===== src/rtl/core/bba_pkg.sv =====
package bba_pkg;

  localparam int MAX_BLOCKS = 1024;

  localparam int WORD_W = 32;
  localparam int BIT_W  = 5;
  localparam int ROWS   = (MAX_BLOCKS + WORD_W - 1) / WORD_W;
  localparam int ROW_W  = (ROWS > 1) ? $clog2(ROWS) : 1;
  localparam int IDX_W  = ROW_W + BIT_W;
  localparam int CNT_W  = $clog2(MAX_BLOCKS + 1);

  localparam int ADDR_W    = 32;
  localparam int SIZE_W    = 17;
  localparam int COUNT_W   = 11;
  localparam int BYTES_W   = 27;
  localparam int PROD_W    = CNT_W + SIZE_W;
  localparam int SIZE_MAX  = 65536;
  localparam int CFG_IDX_W = 2;

  localparam logic [1:0] ST_ALLOCATED = 2'd0;
  localparam logic [1:0] ST_FULL      = 2'd1;
  localparam logic [1:0] ST_FREED     = 2'd2;
  localparam logic [1:0] ST_RANGE     = 2'd3;

  localparam logic REQ_ALLOC = 1'b0;
  localparam logic REQ_FREE  = 1'b1;

  localparam logic [CFG_IDX_W-1:0] REG_BASE  = 2'd0;
  localparam logic [CFG_IDX_W-1:0] REG_SIZE  = 2'd1;
  localparam logic [CFG_IDX_W-1:0] REG_COUNT = 2'd2;

endpackage


===== src/rtl/core/bba_div.sv =====
module bba_div
  import bba_pkg::*;
(
  input  logic                clk,
  input  logic                rst,
  input  logic                start,
  input  logic [ADDR_W-1:0]   dividend,
  input  logic [SIZE_W-1:0]   divisor,
  output logic                done,
  output logic [ADDR_W-1:0]   quotient
);

  logic              running;
  logic [5:0]        step;
  logic [SIZE_W-1:0] rem;
  logic [SIZE_W-1:0] dvs;
  logic [SIZE_W:0]   trial;
  logic              take;

  // restoring divide, one quotient bit per cycle, msb first
  assign trial = {rem, quotient[ADDR_W-1]};
  assign take  = trial >= {1'b0, dvs};

  always_ff @(posedge clk) begin
    if (rst) begin
      running <= 1'b0;
      done    <= 1'b0;
      step    <= '0;
    end else begin
      done <= 1'b0;
      if (start) begin
        running  <= 1'b1;
        step     <= '0;
        rem      <= '0;
        dvs      <= divisor;
        quotient <= dividend;
      end else if (running) begin
        rem      <= take ? SIZE_W'(trial - {1'b0, dvs}) : SIZE_W'(trial);
        quotient <= {quotient[ADDR_W-2:0], take};
        step     <= step + 6'd1;
        if (step == 6'(ADDR_W - 1)) begin
          running <= 1'b0;
          done    <= 1'b1;
        end
      end
    end
  end

endmodule


===== src/rtl/core/bitmap_block_allocator_unit.sv =====
// Fixed-size block allocator. An allocate makes one pass over the bitmap
// memory (one 32-bit row per cycle, MAX_BLOCKS/32 rows), then the update
// (S_WR), the shared multiplier (S_MULA, S_MULB) and the result (S_OUT),
// and the next item can be taken at the edge that takes its result. A free
// first does the bit-serial divide of the offset by the block size, and
// then the same pass over the bitmap, the update, multiply and result.
// busy is high for the whole request and the next item is taken only once it
// drops. Each item gives exactly one result, shown for one cycle with done
// high; the receiver cannot stall it, so it must take the result in that
// cycle. The bitmap needs no clearing pass after reset: a row that was never
// written reads as all free. Configuration writes are taken at any time
// (cfg_ready is always high) but belong in idle periods only.
module bitmap_block_allocator_unit
  import bba_pkg::*;
(
  input  logic                 clk,
  input  logic                 rst,
  input  logic                 start,
  output logic                 busy,
  input  logic                 req_type,
  input  logic [ADDR_W-1:0]    free_address,
  output logic                 done,
  output logic [1:0]           status,
  output logic [ADDR_W-1:0]    block_address,
  output logic [BYTES_W-1:0]   used_bytes,
  input  logic                 cfg_valid,
  output logic                 cfg_ready,
  input  logic [CFG_IDX_W-1:0] cfg_index,
  input  logic [ADDR_W-1:0]    cfg_data
);

  localparam logic [2:0] S_IDLE = 3'd0;
  localparam logic [2:0] S_DIV  = 3'd1;
  localparam logic [2:0] S_SCAN = 3'd2;
  localparam logic [2:0] S_WR   = 3'd3;
  localparam logic [2:0] S_MULA = 3'd4;
  localparam logic [2:0] S_MULB = 3'd5;
  localparam logic [2:0] S_OUT  = 3'd6;

  function automatic logic [BIT_W:0] pop_count(input logic [WORD_W-1:0] w);
    logic [BIT_W:0] c;
    c = '0;
    for (int b = 0; b < WORD_W; b++) c = c + (BIT_W + 1)'(w[b]);
    return c;
  endfunction

  function automatic logic [BIT_W-1:0] lowest_set(input logic [WORD_W-1:0] w);
    logic [BIT_W-1:0] p;
    p = '0;
    for (int b = WORD_W - 1; b >= 0; b--) begin
      if (w[b]) p = BIT_W'(b);
    end
    return p;
  endfunction

  // configuration
  logic [ADDR_W-1:0]  base_address;
  logic [SIZE_W-1:0]  block_size;
  logic [COUNT_W-1:0] block_count;
  logic [SIZE_W-1:0]  bs_eff;
  logic [CNT_W-1:0]   n_eff;

  // control
  logic [2:0]       state;
  logic             req_r;
  logic [ADDR_W-1:0] addr_r;
  logic             in_range;
  logic [IDX_W-1:0] tgt_idx;

  // scan
  logic [ROW_W:0]      issue_row;
  logic                pend;
  logic [ROW_W-1:0]    prow;
  logic [CNT_W-1:0]    cnt;
  logic                found;
  logic [ROW_W-1:0]    found_row;
  logic [BIT_W-1:0]    found_bit;
  logic [WORD_W-1:0]   found_word;
  logic [WORD_W-1:0]   tgt_word;
  logic [WORD_W-1:0]   row_word;
  logic [WORD_W-1:0]   row_mask;
  logic [WORD_W-1:0]   used_bits;
  logic [WORD_W-1:0]   free_bits;

  // bitmap memory
  logic [WORD_W-1:0] mem [ROWS];
  logic [ROWS-1:0]   row_vld;
  logic [ROW_W-1:0]  rd_addr;
  logic [WORD_W-1:0] rd_data;
  logic              rd_vld;
  logic              wr_en;
  logic [ROW_W-1:0]  wr_addr;
  logic [WORD_W-1:0] wr_data;

  // shared multiplier and result
  logic [CNT_W-1:0]  mul_a;
  logic [PROD_W-1:0] prod;
  logic [ADDR_W-1:0] addr_out;

  // divider
  logic              div_start;
  logic              div_done;
  logic [ADDR_W-1:0] div_q;

  logic alloc_ok;
  logic free_ok;

  assign cfg_ready = 1'b1;
  assign busy      = state != S_IDLE;

  assign bs_eff = (block_size == '0) ? SIZE_W'(1) :
                  (32'(block_size) > SIZE_MAX) ? SIZE_W'(SIZE_MAX) : block_size;
  assign n_eff  = (32'(block_count) > MAX_BLOCKS) ? CNT_W'(MAX_BLOCKS) :
                  CNT_W'(block_count);

  assign alloc_ok = (req_r == REQ_ALLOC) && found;
  assign free_ok  = (req_r == REQ_FREE) && in_range;

  always_ff @(posedge clk) begin
    if (rst) begin
      base_address <= '0;
      block_size   <= SIZE_W'(64);
      block_count  <= COUNT_W'(1024);
    end else if (cfg_valid && cfg_ready) begin
      case (cfg_index)
        REG_BASE:  base_address <= cfg_data;
        REG_SIZE:  block_size   <= cfg_data[SIZE_W-1:0];
        REG_COUNT: block_count  <= cfg_data[COUNT_W-1:0];
        default: ;
      endcase
    end
  end

  bba_div u_div (
    .clk      (clk),
    .rst      (rst),
    .start    (div_start),
    .dividend (addr_r - base_address),
    .divisor  (bs_eff),
    .done     (div_done),
    .quotient (div_q)
  );

  assign rd_addr = issue_row[ROW_W-1:0];

  always_ff @(posedge clk) begin
    rd_data <= mem[rd_addr];
    if (wr_en) mem[wr_addr] <= wr_data;
  end

  always_comb begin
    wr_en   = 1'b0;
    wr_addr = found_row;
    wr_data = found_word | (WORD_W'(1) << found_bit);
    if (state == S_WR) begin
      if (alloc_ok) begin
        wr_en = 1'b1;
      end else if (free_ok) begin
        wr_en   = 1'b1;
        wr_addr = tgt_idx[IDX_W-1:BIT_W];
        wr_data = tgt_word & ~(WORD_W'(1) << tgt_idx[BIT_W-1:0]);
      end
    end
  end

  // a row never written reads as all free
  assign row_word = rd_vld ? rd_data : '0;

  always_comb begin
    for (int b = 0; b < WORD_W; b++) begin
      row_mask[b] = 32'({prow, BIT_W'(b)}) < 32'(n_eff);
    end
  end

  assign used_bits = row_word & row_mask;
  assign free_bits = ~row_word & row_mask;

  always_comb begin
    case (state)
      S_MULA:  mul_a = CNT_W'({found_row, found_bit});
      default: mul_a = cnt;
    endcase
  end

  always_ff @(posedge clk) begin
    if (rst) begin
      state     <= S_IDLE;
      done      <= 1'b0;
      div_start <= 1'b0;
      pend      <= 1'b0;
      row_vld   <= '0;
      rd_vld    <= 1'b0;
    end else begin
      done      <= 1'b0;
      div_start <= 1'b0;
      rd_vld    <= row_vld[rd_addr];
      if (wr_en) row_vld[wr_addr] <= 1'b1;
      case (state)
        S_IDLE: begin
          if (start) begin
            req_r     <= req_type;
            addr_r    <= free_address;
            issue_row <= '0;
            pend      <= 1'b0;
            cnt       <= '0;
            found     <= 1'b0;
            in_range  <= 1'b0;
            tgt_idx   <= '0;
            if (req_type == REQ_FREE) begin
              div_start <= 1'b1;
              state     <= S_DIV;
            end else begin
              state <= S_SCAN;
            end
          end
        end
        S_DIV: begin
          if (div_done) begin
            in_range <= div_q < ADDR_W'(n_eff);
            tgt_idx  <= div_q[IDX_W-1:0];
            state    <= S_SCAN;
          end
        end
        S_SCAN: begin
          if (issue_row != (ROW_W + 1)'(ROWS)) begin
            issue_row <= issue_row + (ROW_W + 1)'(1);
            prow      <= issue_row[ROW_W-1:0];
            pend      <= 1'b1;
          end else begin
            pend <= 1'b0;
          end
          if (pend) begin
            cnt <= cnt + CNT_W'(pop_count(used_bits));
            if (!found && (free_bits != '0)) begin
              found      <= 1'b1;
              found_row  <= prow;
              found_bit  <= lowest_set(free_bits);
              found_word <= row_word;
            end
            if (prow == tgt_idx[IDX_W-1:BIT_W]) tgt_word <= row_word;
          end
          if (issue_row == (ROW_W + 1)'(ROWS) && !pend) state <= S_WR;
        end
        S_WR: begin
          if (alloc_ok) begin
            cnt <= cnt + CNT_W'(1);
          end else if (free_ok && tgt_word[tgt_idx[BIT_W-1:0]]) begin
            cnt <= cnt - CNT_W'(1);
          end
          state <= S_MULA;
        end
        S_MULA: begin
          prod  <= PROD_W'(mul_a) * PROD_W'(bs_eff);
          state <= S_MULB;
        end
        S_MULB: begin
          addr_out <= base_address + ADDR_W'(prod);
          prod     <= PROD_W'(mul_a) * PROD_W'(bs_eff);
          state    <= S_OUT;
        end
        S_OUT: begin
          done <= 1'b1;
          if (req_r == REQ_ALLOC) begin
            status        <= found ? ST_ALLOCATED : ST_FULL;
            block_address <= found ? addr_out : '0;
          end else begin
            status        <= in_range ? ST_FREED : ST_RANGE;
            block_address <= '0;
          end
          used_bytes <= (prod > PROD_W'({BYTES_W{1'b1}})) ? {BYTES_W{1'b1}} :
                        prod[BYTES_W-1:0];
          state <= S_IDLE;
        end
        default: state <= S_IDLE;
      endcase
    end
  end

endmodule


===== config.mk =====
export PLATFORM = sky130hd
export DESIGN_NAME = bitmap_block_allocator_unit
export DESIGN_NICKNAME = d
export VERILOG_FILES = /design/src/rtl/core/bba_pkg.sv /design/src/rtl/core/bba_div.sv /design/src/rtl/core/bitmap_block_allocator_unit.sv
export SDC_FILE = /design/constraint.sdc
export NUM_CORES = 2
export LEC_CHECK = 0
export BUFFER_PORTS_ARGS = -buffer_cell sky130_fd_sc_hd__buf_2
export CAP_MARGIN = 40
export CORE_ASPECT_RATIO = 0.6
export CORE_MARGIN = 4
export CORE_UTILIZATION = 40
export CTS_CLUSTER_DIAMETER = 200
export CTS_CLUSTER_SIZE = 24
export DETAILED_ROUTE_END_ITERATION = 12
export PLACE_DENSITY = 0.57
export SLEW_MARGIN = 20
export SYNTH_ARGS = -nofsm -noshare
export SYNTH_HDL_FRONTEND = slang
export SYNTH_HIERARCHICAL = 1
export SYNTH_SLANG_ARGS = --single-unit

===== constraint.sdc =====
create_clock -name clk -period 14.5 [get_ports clk]
set_clock_uncertainty 0.05 [all_clocks]
set_input_delay 2.9 -clock clk [delete_from_list [all_inputs] [get_ports clk]]
set_output_delay 2.9 -clock clk [all_outputs]
set_load 0.005 [all_outputs]

Word-level counts from Yosys, hierarchy flattened
Memory sizes are Yosys's and may differ from the RTL's. A register that Yosys moved wholly into a read port is not among the register bits.
Cells that the tools add are included.
- add/sub/neg operators: 39
- $mul: 1
- div/mod/pow operators: 0
- magnitude comparators: 41
- eq/ne operators: 19
- shift operators: 2
- multiplexer cells: 90
- bitwise gates (word level): 13
- reductions and logical operators: 44
- operators by type and width (operator ; number):
    10-bit by 11-bit less-than comparator with 1-bit output ; 32
    32-bit two-way mux ; 6
    6-bit by 1-bit adder with 6-bit output ; 26
    32-bit bitwise AND ; 3
    5-bit two-way mux ; 19
    17-bit two-way mux ; 4
    11-bit two-way mux ; 6
    32-bit NOT ; 2
    32-bit OR ; 2
    1-bit by 5-bit left shift with 32-bit output, first input constant ; 2
    11-bit case mux with 3 select lines ; 1
    32-bit by 28-bit adder with 32-bit output ; 1
    32-bit by 11-bit less-than comparator with 1-bit output ; 1
    4-bit two-way mux ; 8
    32-bit nonzero test ; 1
    32-bit subtractor ; 1
    28-bit by 27-bit > comparator with 1-bit output, second input constant ; 1
    11-bit by 17-bit multiplier with 28-bit output ; 1
    1-bit two-way mux ; 22
    3-bit two-way mux ; 7
    10-bit two-way mux ; 2
    10-bit case mux with 2 select lines ; 1
    18-bit by 17-bit >= comparator with 1-bit output ; 1
    5-bit by 6-bit less-than comparator with 1-bit output, second input constant ; 3
    other kinds (49) ; 96
- flip-flop bits (word level): 435
- latch bits: 0
- RAM bits: 1024
- ROM bits: 0
- input bits: 71
- output and inout port bits: 64
- logic and storage cells: 286
- memories kept: 1
- memory list (name ; depth ; width ; rd ports ; clocked after memory_dff ; write ports ; RTL line ; source):
    mem ; 32 ; 32 ; 1 ; 1 ; 1 ; bitmap_block_allocator_unit.sv:86 ; logic [WORD_W-1:0] mem [ROWS];

Logic depth before layout (Yosys ltp)
- depth in word-level cells: 38
- depth in mapped cells: 34

Hierarchy
Netlist, hierarchy kept.
- by module, submodules not included (module ; times used ; cells each ; area each (um^2) ; seq. area each (um^2)):
    bitmap_block_allocator_unit ; 1 ; 4124 ; 65006.1 ; 41239.6
    bba_div ; 1 ; 329 ; 3947.5 ; 2142.1

Least setup slack after synthesis
Ideal clock, no wire load.
- kind: input to register
- start: input port rst
- end: register block_address[0] (enable)
- setup time: 0.652 ns
- arrival: 9.396 ns
- setup slack: 4.402 ns
- cell stages on the path: 2
- path buffers: 1
- path through: clkbuf_1 > nor4b_1
- word-level cells in the longest chain between the ends: 2
- ends and longest elaborated chain (what ; RTL line ; source):
    from (decl) ; bitmap_block_allocator_unit.sv:17 ; input logic rst,
    1-bit NOT (no source line) ; n/a ;
    2-bit AND reduction (no source line) ; n/a ;
    to (signal assigned) ; bitmap_block_allocator_unit.sv:265 ; block_address <= found ? addr_out : '0;
    to (decl) ; bitmap_block_allocator_unit.sv:24 ; output logic [ADDR_W-1:0] block_address,
No other way between the ends.
A chain may end at the register's enable or synchronous reset.

Final worst setup path
- start: register block_count[10]
- end: register cnt[10], data pin
- word-level cells in the longest chain between the ends: 38
- ends and longest elaborated chain (what ; RTL line ; source):
    from (decl) ; bitmap_block_allocator_unit.sv:59 ; logic [COUNT_W-1:0] block_count;
    from (signal assigned) ; bitmap_block_allocator_unit.sv:128 ; REG_COUNT: block_count <= cfg_data[COUNT_W-1:0];
    11-bit > comparator ; bitmap_block_allocator_unit.sv:113 ; assign n_eff = (32'(block_count) > MAX_BLOCKS) ? CNT_W'(MAX_BLOCKS) :
    11-bit two-way mux (*) ; bitmap_block_allocator_unit.sv:113 ;
    10-bit by 11-bit less-than comparator with 1-bit output ; bitmap_block_allocator_unit.sv:171 ; row_mask[b] = 32'({prow, BIT_W'(b)}) < 32'(n_eff);
    32-bit bitwise AND (*) ; bitmap_block_allocator_unit.sv:175 ; assign used_bits = row_word & row_mask;
    1-bit by 1-bit adder with 2-bit output ; bitmap_block_allocator_unit.sv:43 ; for (int b = 0; b < WORD_W; b++) c = c + (BIT_W + 1)'(w[b]);
    2-bit by 1-bit adder with 3-bit output ; bitmap_block_allocator_unit.sv:43 ;
    3-bit by 1-bit adder with 4-bit output ; bitmap_block_allocator_unit.sv:43 ;
    4-bit by 1-bit adder with 5-bit output ; bitmap_block_allocator_unit.sv:43 ;
    5-bit by 1-bit adder with 6-bit output ; bitmap_block_allocator_unit.sv:43 ;
    6-bit by 1-bit adder with 6-bit output (25 in series) ; bitmap_block_allocator_unit.sv:43 ;
    6-bit by 1-bit adder with 6-bit output (*) ; bitmap_block_allocator_unit.sv:43 ;
    11-bit by 6-bit adder with 11-bit output (*) ; bitmap_block_allocator_unit.sv:233 ; cnt <= cnt + CNT_W'(pop_count(used_bits));
    11-bit two-way mux (*) ; bitmap_block_allocator_unit.sv:232 ; if (pend) begin
    11-bit case mux with 3 select lines (*) ; bitmap_block_allocator_unit.sv:198 ; case (state)
    to (signal assigned) ; bitmap_block_allocator_unit.sv:233 ;
    to (signal assigned) ; bitmap_block_allocator_unit.sv:246 ; cnt <= cnt + CNT_W'(1);
    to (signal assigned) ; bitmap_block_allocator_unit.sv:248 ; cnt <= cnt - CNT_W'(1);
    to (decl) ; bitmap_block_allocator_unit.sv:74 ; logic [CNT_W-1:0] cnt;
Every way passes the cells marked *; elsewhere a longest branch is shown, timed or not. The select of a mux whose other input is x is not followed.

==> run_results.csv <==
group,metric,value,unit
critical_path,critPathTopFamily,"adder cells",
critical_path,worstPathRequired,14.89,ns
critical_path,crit_fanout,19,
critical_path,slowest_stage,"dfxtp_1",
synthesis,synth_compound_area_share,5.43,%
final_layout,drive_above_1_share,19.2,%
synthesis,synth_mux_area_share,12.7,%
synthesis,synth-xor-area-share,1.46,%
timing,finalMaxSlewViolations,0,
drt,drc_errors,0,
drt,dr.pass1.iters,5,
drt,drt_iter0_drc,5406,
cts,htree_levels,3,
critical_path,path_class,"reg2reg",
critical_path,start_kind,"flop",
timing,timing.final.ws_setup,5.76,ns
synthesis,synth_ff_type,"edfxtp_1",
drt,detail-route-antenna-nets,0,
cts,tritoncts,"yes",
final_layout,final_nets,5029,
global_route,grt_pass1_wl,283000,um
global_route,gr-usage-all-layers,21.8,%
drt,vias,39800,
drt,top_layer_used,"met5",
critical_path,timing.critical_path.mode_cell,"fa_1",
timing,worst_pin_slew,1.14,ns
synthesis,synth_cell_type_count,86,
power,power-per-cell-area,105,nW/um2
place,gp_congestion,0.926,
place,place_ws,5.91,ns
timing,final.min_clock_period,8.74,ns
drt,met2_length,77200,um
synthesis,ys_ff_latch,1491,
synthesis,synth_async_sr_flop_share,0,%
critical_path,crit_path_start,"block_count[10]",
global_route,antenna_found_initial,6,
synthesis,synth_top_area_share,58.9,%
place,io_buffers,133,
floorplanning,rows,117,
synthesis,synthSimpleGateAreaFrac,6.71,%
cts,cts-hold-fix-buffers,0,
drt,wire_per_inst,28.3,um
cts,clockRootBuffer,"clkbuf_16",
synthesis,ys_warn_count,6,
global_route,grt-ovfl-total,0,
floorplanning,die_area,179000,um2
synthesis,syn_inst,4453,
min_path,min_path_cells,2,
status,status,"finished, final reports clean",
synthesis,synth.net_count,4873,
critical_path,critical_path_arrival,9.13,ns
cts,clk_pin_slew,0.11,ns
cts,numCtsBuffers,72,
critical_path,r2r_start,"block_count[10]",
cts,numClockSinks,1491,
synthesis,ys_top_cells_by_area,"edfxtp_1, mux4_2, fa_1",
critical_path,r2r_setup_slack,5.76,ns
floorplanning,core,170000,um2
timing,tns,0,ns
critical_path,crit_buf_inv,2,
floorplanning,die-width,544,um
cts,postCtsSetupBuffers,0,
min_path,hp-class,"reg2reg",
synthesis,synth_edf_count,1352,
timing,hold_violations,0,
synthesis,seq_area_frac_synth,62.9,%
critical_path,r2r_cells,26,
final_layout,fill_cells,15100,
synthesis,synthAdderAreaFrac,8.12,%
final_layout,diodes,0,
cts,cts_buffer_depth,3,
global_route,first_global_vias,38200,
place,dp_hpwl,130000,um
final_layout,syn2layout_area_growth,9.81,%
min_path,whs_endpoint,"row_vld[4]",
critical_path,cpPeakStageDelay,0.68,ns
cts,clock_latency,0.73,ns
drt,wl_met1,95600,um
synthesis,synth_top_area_cell,"edfxtp_1",
final_layout,final_common_cell,"edfxtp_1",
critical_path,reg2reg_to,"cnt[10]",
synthesis,synth_area,69000,um2
timing,setup_viol,0,
floorplanning,die_h,330,um
timing,post-route-period-util,60.3,%
floorplanning,start_util,40.5,%
timing,slew_headroom,24.0,%
drt,viasPerCell,5.74,
timing,max_freq,0.114,GHz
final_layout,layout_common_cells,"edfxtp_1, nand2_1, mux4_2",
global_route,grt_max_degree,145,
drt,wl,196000,um
power,ir_worst_vdd,78.2,uV
drt,wl_met3,20000,um
synthesis,synth_top_family_by_area,"multiplexers",
critical_path,cp-end-kind,"flop",
synthesis,syn_avg_cell_area,15.5,um2
cts,cts.repair.resized,0,
min_path,min_from,"row_vld[4]",
timing,rsz0062_at_grt,"no",
floorplanning,io_pins,135,
job,maxCapViolCount,0,
final_layout,final_util,44.4,%
power,p_leak,0.0256,uW
## registers in the layout (all words and copies together), names as in the netlist, 27 cells and up
name,count
u_div/quotient,32
row_vld,32
block_address,32
addr_r,32
base_address,32
rd_data,32
tgt_word,32
addr_out,32
prod,28
used_bytes,27
mem,1024
found_word,32
## tightest hold or removal path, delay by kind of cell (launching register included)
| family | cells | cell delay, ns |
|---|---|---|
| AND/OR/NAND/NOR | 2 | 0.11 |
| flip-flops | 1 | 0.34 |
## per-layer routing
layer | global-route usage (%) | up-vias
met5 | 0 | -
li1 | - | 17100
met4 | 3.35 | 4
met2 | 28.5 | 1624
met3 | 6.21 | 171
met1 | 35.9 | 20900
## kinds of logic (layout without fill, tap and decap cells)
logic type | after synthesis | after routing
flip-flops | 1491 | 1491
AND/OR/NAND/NOR | 993 | 993
AO/OA/AOI/OAI | 589 | 589
buffers and inverters | 473 | 685
multiplexers | 442 | 442
adder cells (fa/ha/maj) | 349 | 349
XOR/XNOR | 115 | 115
other | 1 | 1
## report_power, final
part | internal [uW] | switching (uW) | leakage [uW]
clock | 979 | 1380 | 0.00102
sequential | 4690 | 55.8 | 0.0131
combinational | 363 | 456 | 0.0115
total | 6040 | 1900 | 0.0256
## cells in the mapped netlist, types with 15 or more instances
cell and number:
nor4_1 16, ha_1 185, mux2i_1 32, and2_1 69
xor2_1 31, mux4_2 340, edfxtp_1 1352, mux2_2 70
nand2_1 355, a21o_1 53, buf_1 38, nor2b_1 28
nand3_1 45, xnor2_1 84, nand2b_1 38, nor2_1 288
inv_1 272, and3_1 21, dfxtp_1 139, o211ai_1 59
nand3b_1 16, o21a_1 28, or2_2 36, o22ai_1 15
nor3_1 26, o21ai_0 100, fa_1 164, clkbuf_1 135
a21oi_1 219
## stage by stage
step                      area, um2  hold slack (ns)  total power, uW  cells
after detailed placement      73500            0.402             5660   6792
after global placement        72900            0.397             5650   6756
after floorplan               69000            0.374             5400   4453
final                         75700            0.424             7930   6926
after global routing          75700            0.456             8250   6926
after CTS                     75600            0.427             7990   6922
## how the worst max path moves through the flow
stage	endpoint	depth (start not counted)
floorplan	block_address[0]	2
global placement	cnt[8]	26
detailed placement	cnt[10]	26
CTS	cnt[10]	26
global route	cnt[10]	26
finish	cnt[10]	26
## cell type report
cell class / instances / area [um2] / area share, %
Clock buffer: 123 / 2010 / 2.66
Clock inverter: 7 / 151 / 0.200
Inverter: 287 / 1080 / 1.42
Multi-Input combinational cell: 2489 / 24200 / 31.9
Sequential cell: 1491 / 43400 / 57.3
Tap cell: 2261 / 2830 / 3.74
Timing Repair Buffer: 268 / 2080 / 2.75
No activity file was read; power rests on OpenSTA's default activity.
